## src/hw/rtl/rawm_pkg.sv

```systemverilog
package rawm_pkg;

    // Default store sizes and window limit.
    localparam int QUERY_DEPTH    = 4096;
    localparam int DATABASE_DEPTH = 65536;
    localparam int ALPHABET_SIZE  = 256;
    localparam int MAX_WINDOW     = 64;

    // Fixed field widths of the stream payload.
    localparam int ADDR_W = 16;
    localparam int SYM_W  = 8;
    localparam int QC_W   = 12;
    localparam int DC_W   = 16;
    localparam int DIST_W = 7;
    localparam int WLEN_W = 7;

    localparam logic [WLEN_W-1:0] WINDOW_RESET = 7'd16;

    // Request kinds carried in the input tuser.
    typedef enum logic [1:0] {
        OP_LOAD_QUERY = 2'd0,
        OP_LOAD_DB    = 2'd1,
        OP_LOAD_MAP   = 2'd2,
        OP_COMPUTE    = 2'd3
    } t_opcode;

    // Compute command handed to the window controller.
    typedef struct packed {
        logic [WLEN_W-1:0] wlen;
        logic [DC_W-1:0]   dc;
        logic [QC_W-1:0]   qc;
    } t_cmd;

    // Result word, laid out as the output tdata (distance in the low bits).
    typedef struct packed {
        logic              out_of_range;
        logic [DIST_W-1:0] distance;
    } t_result;

endpackage

```

## src/hw/rtl/rawm_code_map.sv

```systemverilog
module rawm_code_map #(
    parameter int DEPTH = rawm_pkg::ALPHABET_SIZE,
    localparam int AW = $clog2(DEPTH)
) (
    input  logic                       i_clk,
    input  logic                       i_we,
    input  logic [AW-1:0]              i_waddr,
    input  logic [rawm_pkg::SYM_W-1:0] i_wdata,
    input  logic                       i_re,
    input  logic [AW-1:0]              i_raddr_q,
    input  logic [AW-1:0]              i_raddr_d,
    output logic [rawm_pkg::SYM_W-1:0] o_rdata_q,
    output logic [rawm_pkg::SYM_W-1:0] o_rdata_d
);

    logic [rawm_pkg::SYM_W-1:0] r_mem [DEPTH];
    logic [rawm_pkg::SYM_W-1:0] r_rdata_q;
    logic [rawm_pkg::SYM_W-1:0] r_rdata_d;

    // Map entries are written one at a time by load requests.
    always_ff @(posedge i_clk) begin
        if (i_we) begin
            r_mem[i_waddr] <= i_wdata;
        end
    end

    // Two registered read ports: one for the query symbol, one for the database symbol.
    always_ff @(posedge i_clk) begin
        if (i_re) begin
            r_rdata_q <= r_mem[i_raddr_q];
            r_rdata_d <= r_mem[i_raddr_d];
        end
    end

    assign o_rdata_q = r_rdata_q;
    assign o_rdata_d = r_rdata_d;

endmodule

```

## config.mk

```make
export PLATFORM = sky130hd
export DESIGN_NAME = rawm_code_map
export DESIGN_NICKNAME = d
export VERILOG_FILES = /design/src/hw/rtl/rawm_pkg.sv /design/src/hw/rtl/rawm_code_map.sv
export SDC_FILE = /design/constraint.sdc
export NUM_CORES = 2
export LEC_CHECK = 0
export BUFFER_PORTS_ARGS = -buffer_cell sky130_fd_sc_hd__buf_2
export CORE_ASPECT_RATIO = 0.9
export CORE_MARGIN = 4
export CORE_UTILIZATION = 25
export DETAILED_ROUTE_END_ITERATION = 16
export GPL_ROUTABILITY_DRIVEN = 0
export HOLD_SLACK_MARGIN = 0.08
export PLACE_DENSITY = 0.47
export RECOVER_POWER = 100
export SLEW_MARGIN = 20
export SYNTH_ARGS = -nofsm -noshare
export SYNTH_HDL_FRONTEND = slang
export SYNTH_SLANG_ARGS = --single-unit
```

## constraint.sdc

```tcl
create_clock -name i_clk -period 3 [get_ports i_clk]
set_input_delay 0.15 -clock i_clk [delete_from_list [all_inputs] [get_ports i_clk]]
set_output_delay 0.15 -clock i_clk [all_outputs]
set_load 0.005 [all_outputs]
```

==> results by stage <==
Outcome:
- The run finished, with violations left.
- The final reports fail on capacitance limit, slew limit, setup timing.

Placed design:
- The placed instances occupy a cell area of roughly 110000 um^2.
- The placement-stage worst setup slack is -0.627 ns.
- The placed wire-length estimate is roughly 250000 um.
- In this run the tool buffered the top-level ports with 50 buffer cells.

Die:
- In this run the core area contains 216 standard-cell rows.
- The standard cell core area is roughly 390000 um^2.
- Measured along the y axis, the die boundary spans ~600 um.
- The effective utilization at floorplan is 25.2%.
- The die extent in x is 665 um.
- The die covers 399000 um^2.
- For this design the top-level I/O count stands at around 50.

Clock network:
- The buffer count from post-CTS setup fixing is 0.
- The number of clock sinks seen by CTS is ~2100.
- The cell sitting at the root of the clock tree is a clkbuf_16.
- The H-tree was split into 4 levels.
- After clock tree synthesis, the clock-pin slew on the worst setup and hold paths is around 0.06 ns.
- TritonCTS built the clock tree.
- The source-to-sink clock delay at the later pin of the worst-skew pair is around 0.94 ns.
- The number of buffers on the longest clock path is 4.
- The number of buffers added by the clock tree synthesis step is approximately 230.

Timing:
- Setup repair after global routing left no endpoint under its margin.
- The worst setup skew after layout is ~0.051 ns.
- The number of max-slew violations in the final report was approximately 700.
- The final period demand of the worst path is around 3.0 ns.
- Setup violations remaining at the end of the flow were counted as 7.
- Once routing completed, OpenROAD measured the worst setup slack at -0.0354 ns.
- The maximum clock rate is approximately 0.33 GHz.
- The worst pin sits at a relative slew slack of -68.2%.
- The final critical path takes up 101% of the cycle.
- At the pin with the least slew margin, the transition time is around 2.5 ns.
- The number of hold violations in the final report is 0.

Yosys:
- In the post-synthesis netlist, the cell with the most instances is edfxtp_1.
- In this run, distinct cell masters in the synthesized netlist total 64.
- The number of nets in the synthesized netlist is roughly 5000.
- After synthesis the netlist holds a flip-flop and latch count of roughly 2100.
- The mean area per synthesized cell is ~20 um^2.
- Among all flip-flop cells after synthesis, the most frequent one is edfxtp_1.
- Counting flops with a built-in enable in the synthesized netlist gives 2064.
- The combined area of all synthesized cells is about 97000 um^2.
- Of the post-synthesis cell area, the dominant cell type holds a little under two thirds.
- The commonest cells after synthesis are 2064 x edfxtp_1, 1051 x mux4_2, 298 x nor2_1, 236 x mux2i_1, 137 x clkbuf_1.
- For this run, the number of Yosys warnings is 0.
- The post-synthesis instance total is 4847.
- The cell taking the most area after synthesis is edfxtp_1.
- After synthesis, flip-flops and latches occupy roughly 64% of the total area.
- The post-synthesis async set-or-reset flop share is 0%.
- Ranked by total cell area, the synthesized netlist is headed by edfxtp_1 64%, mux4_2 24%, mux2i_1 2.4%.

Route:
- The number of remaining DRC errors is 0.
- Dividing the detail-routed wire length by the instance count gives about 33 um.
- Summed over all layers, the routed wires come to between 300000 and 400000 um.
- The first-pass iteration count of the detailed router is 5.
- The violation count after the first detailed-route iteration is between 8000 and 9000.
- The remaining number of nets flagged by the antenna check after routing is 0.
- The final route contains slightly below 60000 vias.
- Dividing the detail-routed via count by the number of cells gives 5.24.

Worst setup path:
- The worst path required time is between 3 and 4 ns.
- The capturing element type of the critical path is a flop.
- The worst setup path is of the input port to flop kind.
- STA classifies the critical path startpoint as an input port.
- The biggest fanout along the worst timing path is 10.
- Data on the critical path arrives at its endpoint at approximately 3.6 ns.

Final layout:
- The area of all placed cells without fillers is ~120000 um^2.
- The net count of the finished layout is approximately 5800.
- The layout overhead on the synthesized area is 19.6%.
- The layout cell share with drive strength beyond 1 is 36.9%.

Power and ir drop:
- Overall power consumption after layout is estimated at between 0.06 and 0.07 W.
- The peak ir drop on the vdd network is approximately 0.5 mV.
- The leakage power of the design is ~36 nW.
- Dividing total power by cell area gives a power density of about 560 nW/um^2.

Global routing:
- The number of global-route vias before repair is 58400.
- The largest net degree at the start of global routing is 140.
- For this run, the total global-route usage over all layers was measured as roughly 18%.
- The first-pass GRT wire length is a little under 500000 um.
- For this run the aggregate overflow at the end of global routing stands at 0.
- The number of antenna violations at the first check in global routing came to 23.

Run:
- The number of max-cap violations is 9.

Hold path:
- The path class of the tightest hold or removal check is input port to flop.
==> final timing paths <==
check / cells past startpoint / slack, ns / end / start
hold / removal: 4 / 0.16 / r_mem[184][6] / i_waddr[5]
setup / recovery: 8 / -0.04 / r_mem[116][2] / i_waddr[2]
setup reg to reg: 6 / 0.04 / o_rdata_q[2] / r_mem[7][2]
hold reg to reg: 4 / 1.08 / o_rdata_d[7] / r_mem[188][7]
==> report_power, final <==
part	internal, W	switching, W	total [W]	leakage (nW)
Clock	0.0151	0.0120	0.0272	3.47
Sequential	0.0319	0.000111	0.0320	18.6
Combinational	0.00263	0.00375	0.00638	14.4
Total	0.0496	0.0159	0.0655	36.4
==> cells by family after synthesis <==
group	Yosys count	synth area share (%)
buf+inv	401	2.73
mux	1325	27.2
simple gates	591	2.69
flops	2064	63.8
compound gates	466	3.53
==> cell type report <==
| type | count | area [um^2] |
|---|---|---|
| Antenna cell | 15 | 37.5 |
| Clock buffer | 275 | 5900 |
| Clock inverter | 144 | 1180 |
| Fill cell | 37700 | 270000 |
| Inverter | 6 | 26.3 |
| Multi-Input combinational cell | 2382 | 32600 |
| Sequential cell | 2064 | 62000 |
| Tap cell | 5123 | 6410 |
| Timing Repair Buffer | 1038 | 8040 |
==> repair_timing <==
item                                     CTS  global route
endpoints found under the hold margin   1469             0
gates resized for setup                    0             3
hold buffers                              17             0
endpoints found under the setup margin     0             2
==> per-stage QoR <==
| stage | utilization [%] | cells | TNS, ns | hold slack [ns] |
|---|---|---|---|---|
| after global placement | 28.5 | 10600 | -6.36 | 0.510 |
| after floorplan | - | 4847 | 0 | 0.249 |
| final | 30.1 | 11000 | -0.201 | 0.157 |
| after CTS | 30.4 | 11000 | 0 | 0.0894 |
| after detailed placement | 28.6 | 10600 | -5.52 | 0.517 |
| after global routing | 30.1 | 11000 | 0 | 0.130 |
==> placed cells by master, fill, tap and decap left out, types with 27 or more instances in the layout <==
master / instances
edfxtp_1: 2064
buf_4: 527
clkinv_1: 60
clkbuf_2: 74
clkbuf_16: 229
o22ai_1: 47
nand3_1: 50
mux2_2: 37
a221oi_1: 33
clkinv_2: 51
a22oi_1: 62
a211oi_1: 27
mux2i_1: 236
o21ai_0: 34
mux4_2: 1051
a21oi_1: 78
o221ai_1: 65
nor2_1: 296
buf_12: 113
clkbuf_1: 322
nand2_1: 113
==> flip-flops by register name (all words and copies together) (netlist names) <==
signal and count:
o_rdata_d 8, o_rdata_q 8, r_mem 2048
==> routing by layer <==
metal  vias up  track usage [%]  part of all wire [%]
li1      22900                -                     -
met1     31600             25.5                    43
met2      2966             26.6                    44
met3       497             3.25                   8.5
met4         2             5.73                   3.8
met5         -                0                0.0019
==> worst max-delay path, stage by stage <==
cell	delay [ns]
dlygate4sd3_1	0.62
clkbuf_1	0.41
nor2b_1	0.18
clkbuf_1	0.39
nand3_1	0.90
buf_12	0.49
nor2_1	0.19
buf_4	0.25
Power figures use the tool's default switching activity.
