===== config.mk =====
export PLATFORM = sky130hd
export DESIGN_NAME = rawm_window_ctl
export DESIGN_NICKNAME = d
export VERILOG_FILES = /design/src/hw/rtl/rawm_pkg.sv /design/src/hw/rtl/rawm_window_ctl.sv
export SDC_FILE = /design/constraint.sdc
export NUM_CORES = 1
export LEC_CHECK = 0
export BUFFER_PORTS_ARGS = -buffer_cell sky130_fd_sc_hd__buf_4
export CORE_MARGIN = 5
export CORE_UTILIZATION = 60
export DETAILED_ROUTE_END_ITERATION = 7
export PLACE_DENSITY_LB_ADDON = 0.05
export SLEW_MARGIN = 20
export SYNTH_ARGS = -nofsm -noshare
export SYNTH_HDL_FRONTEND = slang
export SYNTH_SLANG_ARGS = --single-unit

===== constraint.sdc =====
create_clock -name i_clk -period 5.8 [get_ports i_clk]
set_input_delay 0.29 -clock i_clk [delete_from_list [all_inputs] [get_ports i_clk]]
set_output_delay 0.29 -clock i_clk [all_outputs]
set_load 0.005 [all_outputs]

===== src/hw/rtl/rawm_pkg.sv =====
package rawm_pkg;

    // Default store sizes and window limit.
    localparam int QUERY_DEPTH    = 4096;
    localparam int DATABASE_DEPTH = 65536;
    localparam int ALPHABET_SIZE  = 256;
    localparam int MAX_WINDOW     = 64;

    // Fixed field widths of the stream payload.
    localparam int ADDR_W = 16;
    localparam int SYM_W  = 8;
    localparam int QC_W   = 12;
    localparam int DC_W   = 16;
    localparam int DIST_W = 7;
    localparam int WLEN_W = 7;

    localparam logic [WLEN_W-1:0] WINDOW_RESET = 7'd16;

    // Request kinds carried in the input tuser.
    typedef enum logic [1:0] {
        OP_LOAD_QUERY = 2'd0,
        OP_LOAD_DB    = 2'd1,
        OP_LOAD_MAP   = 2'd2,
        OP_COMPUTE    = 2'd3
    } t_opcode;

    // Compute command handed to the window controller.
    typedef struct packed {
        logic [WLEN_W-1:0] wlen;
        logic [DC_W-1:0]   dc;
        logic [QC_W-1:0]   qc;
    } t_cmd;

    // Result word, laid out as the output tdata (distance in the low bits).
    typedef struct packed {
        logic              out_of_range;
        logic [DIST_W-1:0] distance;
    } t_result;

endpackage


===== src/hw/rtl/rawm_window_ctl.sv =====
module rawm_window_ctl #(
    parameter int QUERY_DEPTH    = rawm_pkg::QUERY_DEPTH,
    parameter int DATABASE_DEPTH = rawm_pkg::DATABASE_DEPTH,
    parameter int ALPHABET_SIZE  = rawm_pkg::ALPHABET_SIZE,
    parameter int MAX_WINDOW     = rawm_pkg::MAX_WINDOW,
    localparam int QAW = $clog2(QUERY_DEPTH),
    localparam int DAW = $clog2(DATABASE_DEPTH),
    localparam int MAW = $clog2(ALPHABET_SIZE)
) (
    input  logic                       i_clk,
    input  logic                       i_rst_n,
    input  logic                       i_start,
    input  rawm_pkg::t_cmd             i_cmd,
    output logic                       o_busy,
    output logic                       o_res_valid,
    input  logic                       i_res_ready,
    output rawm_pkg::t_result          o_res,
    output logic                       o_q_re,
    output logic [QAW-1:0]             o_q_raddr,
    input  logic [rawm_pkg::SYM_W-1:0] i_q_rdata,
    output logic                       o_d_re,
    output logic [DAW-1:0]             o_d_raddr,
    input  logic [rawm_pkg::SYM_W-1:0] i_d_rdata,
    output logic                       o_m_re,
    output logic [MAW-1:0]             o_mq_raddr,
    output logic [MAW-1:0]             o_md_raddr,
    input  logic [rawm_pkg::SYM_W-1:0] i_mq_rdata,
    input  logic [rawm_pkg::SYM_W-1:0] i_md_rdata
);

    localparam int LEN_W = $clog2(MAX_WINDOW + 1);

    typedef enum logic [3:0] {
        ST_IDLE  = 4'b0001,
        ST_CHECK = 4'b0010,
        ST_RUN   = 4'b0100,
        ST_DONE  = 4'b1000
    } t_state;

    t_state                       r_state, n_state;
    logic [rawm_pkg::QC_W-1:0]    r_qc;
    logic [rawm_pkg::DC_W-1:0]    r_dc;
    logic [LEN_W-1:0]             r_len;
    logic                         r_bad;
    logic [QAW-1:0]               r_qpos;
    logic [DAW-1:0]               r_dpos;
    logic [LEN_W-1:0]             r_issue;
    logic                         r_v1, r_v2;
    logic [rawm_pkg::SYM_W-1:0]   r_qsym_d, r_dsym_d;
    logic                         r_qin_d, r_din_d;
    logic [rawm_pkg::DIST_W-1:0]  r_dist;

    logic [31:0]                  w_half, w_qstart, w_dstart;
    logic                         w_q_ok, w_d_ok, w_bad;
    logic                         w_issue;
    logic                         w_qin, w_din;
    logic [rawm_pkg::SYM_W-1:0]   w_red_q, w_red_d;
    logic [LEN_W-1:0]             w_len_sat;

    // Length saturated to the largest supported window.
    assign w_len_sat = (32'(i_cmd.wlen) > 32'(MAX_WINDOW)) ? LEN_W'(MAX_WINDOW)
                                                           : LEN_W'(i_cmd.wlen);

    // Window placement check: start = center - len/2, and start + len must fit.
    assign w_half   = 32'(r_len >> 1);
    assign w_qstart = 32'(r_qc) - w_half;
    assign w_dstart = 32'(r_dc) - w_half;
    assign w_q_ok   = (32'(r_qc) >= w_half) && (w_qstart + 32'(r_len) <= 32'(QUERY_DEPTH));
    assign w_d_ok   = (32'(r_dc) >= w_half) && (w_dstart + 32'(r_len) <= 32'(DATABASE_DEPTH));
    assign w_bad    = !w_q_ok || !w_d_ok;

    // One symbol pair is read from the stores per cycle while positions remain.
    assign w_issue   = (r_state == ST_RUN) && (r_issue != r_len);
    assign o_q_re    = w_issue;
    assign o_d_re    = w_issue;
    assign o_q_raddr = r_qpos;
    assign o_d_raddr = r_dpos;

    // Symbols outside the alphabet bypass the map and reduce to themselves.
    assign w_qin      = 32'(i_q_rdata) < 32'(ALPHABET_SIZE);
    assign w_din      = 32'(i_d_rdata) < 32'(ALPHABET_SIZE);
    assign o_m_re     = r_v1;
    assign o_mq_raddr = w_qin ? MAW'(i_q_rdata) : '0;
    assign o_md_raddr = w_din ? MAW'(i_d_rdata) : '0;

    assign w_red_q = r_qin_d ? i_mq_rdata : r_qsym_d;
    assign w_red_d = r_din_d ? i_md_rdata : r_dsym_d;

    // Sequencer next state.
    always_comb begin
        n_state = r_state;
        case (r_state)
            ST_IDLE: begin
                if (i_start) n_state = ST_CHECK;
            end
            ST_CHECK: begin
                n_state = (w_bad || (r_len == '0)) ? ST_DONE : ST_RUN;
            end
            ST_RUN: begin
                if (!w_issue && !r_v1 && !r_v2) n_state = ST_DONE;
            end
            ST_DONE: begin
                if (i_res_ready) n_state = ST_IDLE;
            end
            default: n_state = ST_IDLE;
        endcase
    end

    // Control registers.
    always_ff @(posedge i_clk) begin
        if (!i_rst_n) begin
            r_state <= ST_IDLE;
            r_v1    <= 1'b0;
            r_v2    <= 1'b0;
        end else begin
            r_state <= n_state;
            r_v1    <= w_issue;
            r_v2    <= r_v1;
        end
    end

    // Datapath registers.
    always_ff @(posedge i_clk) begin
        if ((r_state == ST_IDLE) && i_start) begin
            r_qc  <= i_cmd.qc;
            r_dc  <= i_cmd.dc;
            r_len <= w_len_sat;
        end
        if (r_state == ST_CHECK) begin
            r_bad   <= w_bad;
            r_qpos  <= QAW'(w_qstart);
            r_dpos  <= DAW'(w_dstart);
            r_issue <= '0;
            r_dist  <= '0;
        end
        if (w_issue) begin
            r_issue <= r_issue + LEN_W'(1);
            r_qpos  <= r_qpos + QAW'(1);
            r_dpos  <= r_dpos + DAW'(1);
        end
        // Hold the raw symbols while the map lookup is in flight.
        if (r_v1) begin
            r_qsym_d <= i_q_rdata;
            r_dsym_d <= i_d_rdata;
            r_qin_d  <= w_qin;
            r_din_d  <= w_din;
        end
        // Count positions whose reduced codes differ.
        if (r_v2 && (w_red_q != w_red_d)) begin
            r_dist <= r_dist + rawm_pkg::DIST_W'(1);
        end
    end

    assign o_busy             = (r_state != ST_IDLE);
    assign o_res_valid        = (r_state == ST_DONE);
    assign o_res.out_of_range = r_bad;
    assign o_res.distance     = r_bad ? '0 : r_dist;

endmodule

==> results_dict.tcl <==
set metrics [dict create \
    vias 4708 \
    setup_viol 0 \
    synth_xor_area_share_pct 11.2 \
    worstSkewPairLatency_ps 360 \
    synth_common_cells "edfxtp_1, nor2_1, xnor2_1" \
    dp_hpwl_um 10800 \
    ys.warnings.count 0 \
    drc_errors 0 \
    maxSlewHeadroom_pct 35.3 \
    drtIter0Drc 411 \
    cts_tree "built" \
    coreArea_um2 9640 \
    hold_viol 0 \
    leakagePower_nw 2.65 \
    ios 128 \
    viasPerCell 5.88 \
    dpl_worst_slack_ps 1510 \
    worstPathArrival_ps 4460 \
    grt_pass1_vias 4560 \
    yosysSeqAreaShare_pct 42.2 \
    synthMuxAreaShare_pct 2.14 \
    slew_violations 0 \
    setup.worst_path.end_class "flop" \
    finalCritPeriodShare_pct 75.1 \
    start_util_pct 60.6 \
    rows 36 \
    antenna_found_initial 0 \
    synth_top_cell_by_area "edfxtp_1" \
    syn_avg_cell_area_um2 9.98 \
    final_core_util_pct 69.7 \
    synth_area_um2 5840 \
    fin_skew_ps 9.98 \
    hold_buffers 0 \
    synthTopCellsByArea "edfxtp_1, xnor2_1, ha_1" \
    post_cts_resized 0 \
    maxClockFrequency_mhz 230 \
    status "finished, final reports clean" \
    syn_nets 690 \
    synth_top_family_by_area "simple AND/OR/NAND/NOR gates" \
    clockRootBuffer "clkbuf_8" \
    firstDrtPassIters 5 \
    clockBufferDepth 2 \
    yosys.area_share.simple_pct 19.3 \
    synth_edf_count 78 \
    wl_per_cell_um 17.3 \
    pwr_density_cell_nw_per_um2 241 \
    synth_cell_types 71 \
    globalRouteOverflowTotal 0 \
    area_growth_pct 15.2 \
    rsz0062_at_grt "false" \
    cp-start-kind "flop" \
    yosys_most_used_dff "edfxtp_1" \
    clk_pin_slew_ps 90 \
    cap_violations 0 \
    synthCells 585 \
    worst_slew_pin_slew_ps 969 \
    vdd_ir_drop_max_uv 174 \
    fin_crit_ps 4360 \
    portBuffers 95 \
    nFillCells 767 \
    critPathMaxFanout 8 \
    synth_compound_area_share_pct 12.7 \
    fin_tns_setup_ps 0 \
    cts_max_level 3 \
    place_congestion 0.904 \
    layout-drive-gt1-share_pct 19.5 \
    postCtsSetupBuffers 0 \
    synth_fa_ha_area_share_pct 7.80 \
    final_nets 768 \
    die_area_um2 11800 \
    cts_buffers 9 \
    worst_slack_ps 1440 \
    postPlaceCellArea_um2 6560 \
    ys_ff_latch 84 \
    die_h_um 109 \
    async_reset_ff_share_pct 0 \
    hold_path_class "in2reg" \
    synth_most_common_cell "edfxtp_1" \
    crit_type "reg2reg" \
    n_antenna_cell 0 \
    synth_top_area_share_pct 40.1 \
    design_area_um2 6720 \
    wl_um 13800 \
    grt_max_degree 37 \
    worstPathRequired_ps 5910 \
    grt_pass1_wl_um 22400 \
    cts_sinks 84 \
    antenna_left 0 \
    grt_usage_pct 24.4 \
    die_w_um 109 \
]
==> kinds of logic (layout without fill, tap and decap cells) <==
group / after synthesis / in the layout
buffers and inverters: 54 / 137
adder cells (fa/ha/maj): 34 / 34
XOR/XNOR: 73 / 73
flip-flops: 84 / 84
AO/OA/AOI/OAI: 108 / 108
multiplexers: 12 / 12
AND/OR/NAND/NOR: 220 / 220
==> metal layers <==
metal	track usage, %	wire [um]
met3	4.09	985
met4	9.56	266
met5	0	0
met1	33.8	6070
met2	38.6	6520
==> worst max-delay path: stages (launching register included) <==
cell       delay, ps
edfxtp_1         570
ha_1             300
fa_1             400
nand2b_1         200
a211o_1          310
nand2_1          140
nor2_1            70
xor2_1           150
ha_1             220
or3_1            350
o22ai_1          360
mux2i_1          150
o32ai_1          260
o2111ai_1        180
o31ai_2          360
nand2_1          100
==> per-stage QoR <==
stage / hold WS (ps) / std cells / total power [W]
after floorplan: 361 / 585 / 0.00111
after CTS: 82.6 / 801 / 0.00162
after global routing: 80.0 / 801 / 0.00172
final: 96.2 / 801 / 0.00162
after detailed placement: 469 / 785 / 0.00125
after global placement: 468 / 785 / 0.00123
==> path summary, 6_finish.rpt <==
check	start	to	slack (ps)	depth (start not counted)
max	r_len[1]$_SDFFCE_PN0P_	r_bad$_DFFE_PP_	1440	15
min	i_cmd[10]	r_qc[10]$_DFFE_PP_	100	1
max reg2reg	r_len[1]$_SDFFCE_PN0P_	r_bad$_DFFE_PP_	1440	15
min reg2reg	o_m_re$_SDFF_PN0_	r_v2$_SDFF_PN0_	520	1
==> cell type report <==
class,instances,area [um2],share of cell area (%)
Clock inverter,2,12.5,0.186
Sequential cell,84,2460,36.6
Tap cell,133,166,2.48
Timing Repair Buffer,97,728,10.8
Clock buffer,14,153,2.27
Multi-Input combinational cell,447,3110,46.3
Inverter,24,90.1,1.34
==> registers in the layout (all words and copies together), names as in the netlist <==
| signal | flops |
|---|---|
| o_q_raddr | 12 |
| r_dc | 16 |
| r_len | 7 |
| r_issue | 7 |
| r_state | 4 |
| o_d_raddr | 16 |
| o_m_re | 1 |
| r_v2 | 1 |
| r_bad | 1 |
| r_qc | 12 |
| r_dist | 7 |
==> power breakdown <==
group          internal, W  switching (W)
sequential        0.000708      0.0000365
combinational     0.000218       0.000286
clock             0.000168       0.000206
==> layout by cell type (no fill, tap or decap), types with 11 or more instances in the layout <==
cell type  netlist  final
nand2_1         39     39
edfxtp_1        78     78
nor2b_1         16     16
inv_1           23     23
nor3_1          13     13
xnor2_1         50     50
a21oi_1         28     28
xor2_1          22     22
nor2_1          66     65
nand3_1         23     23
o21ai_0         21     21
nand2b_1        11     11
ha_1            30     30
buf_4           18     97
Note: power is estimated with default switching activity, not from simulation.
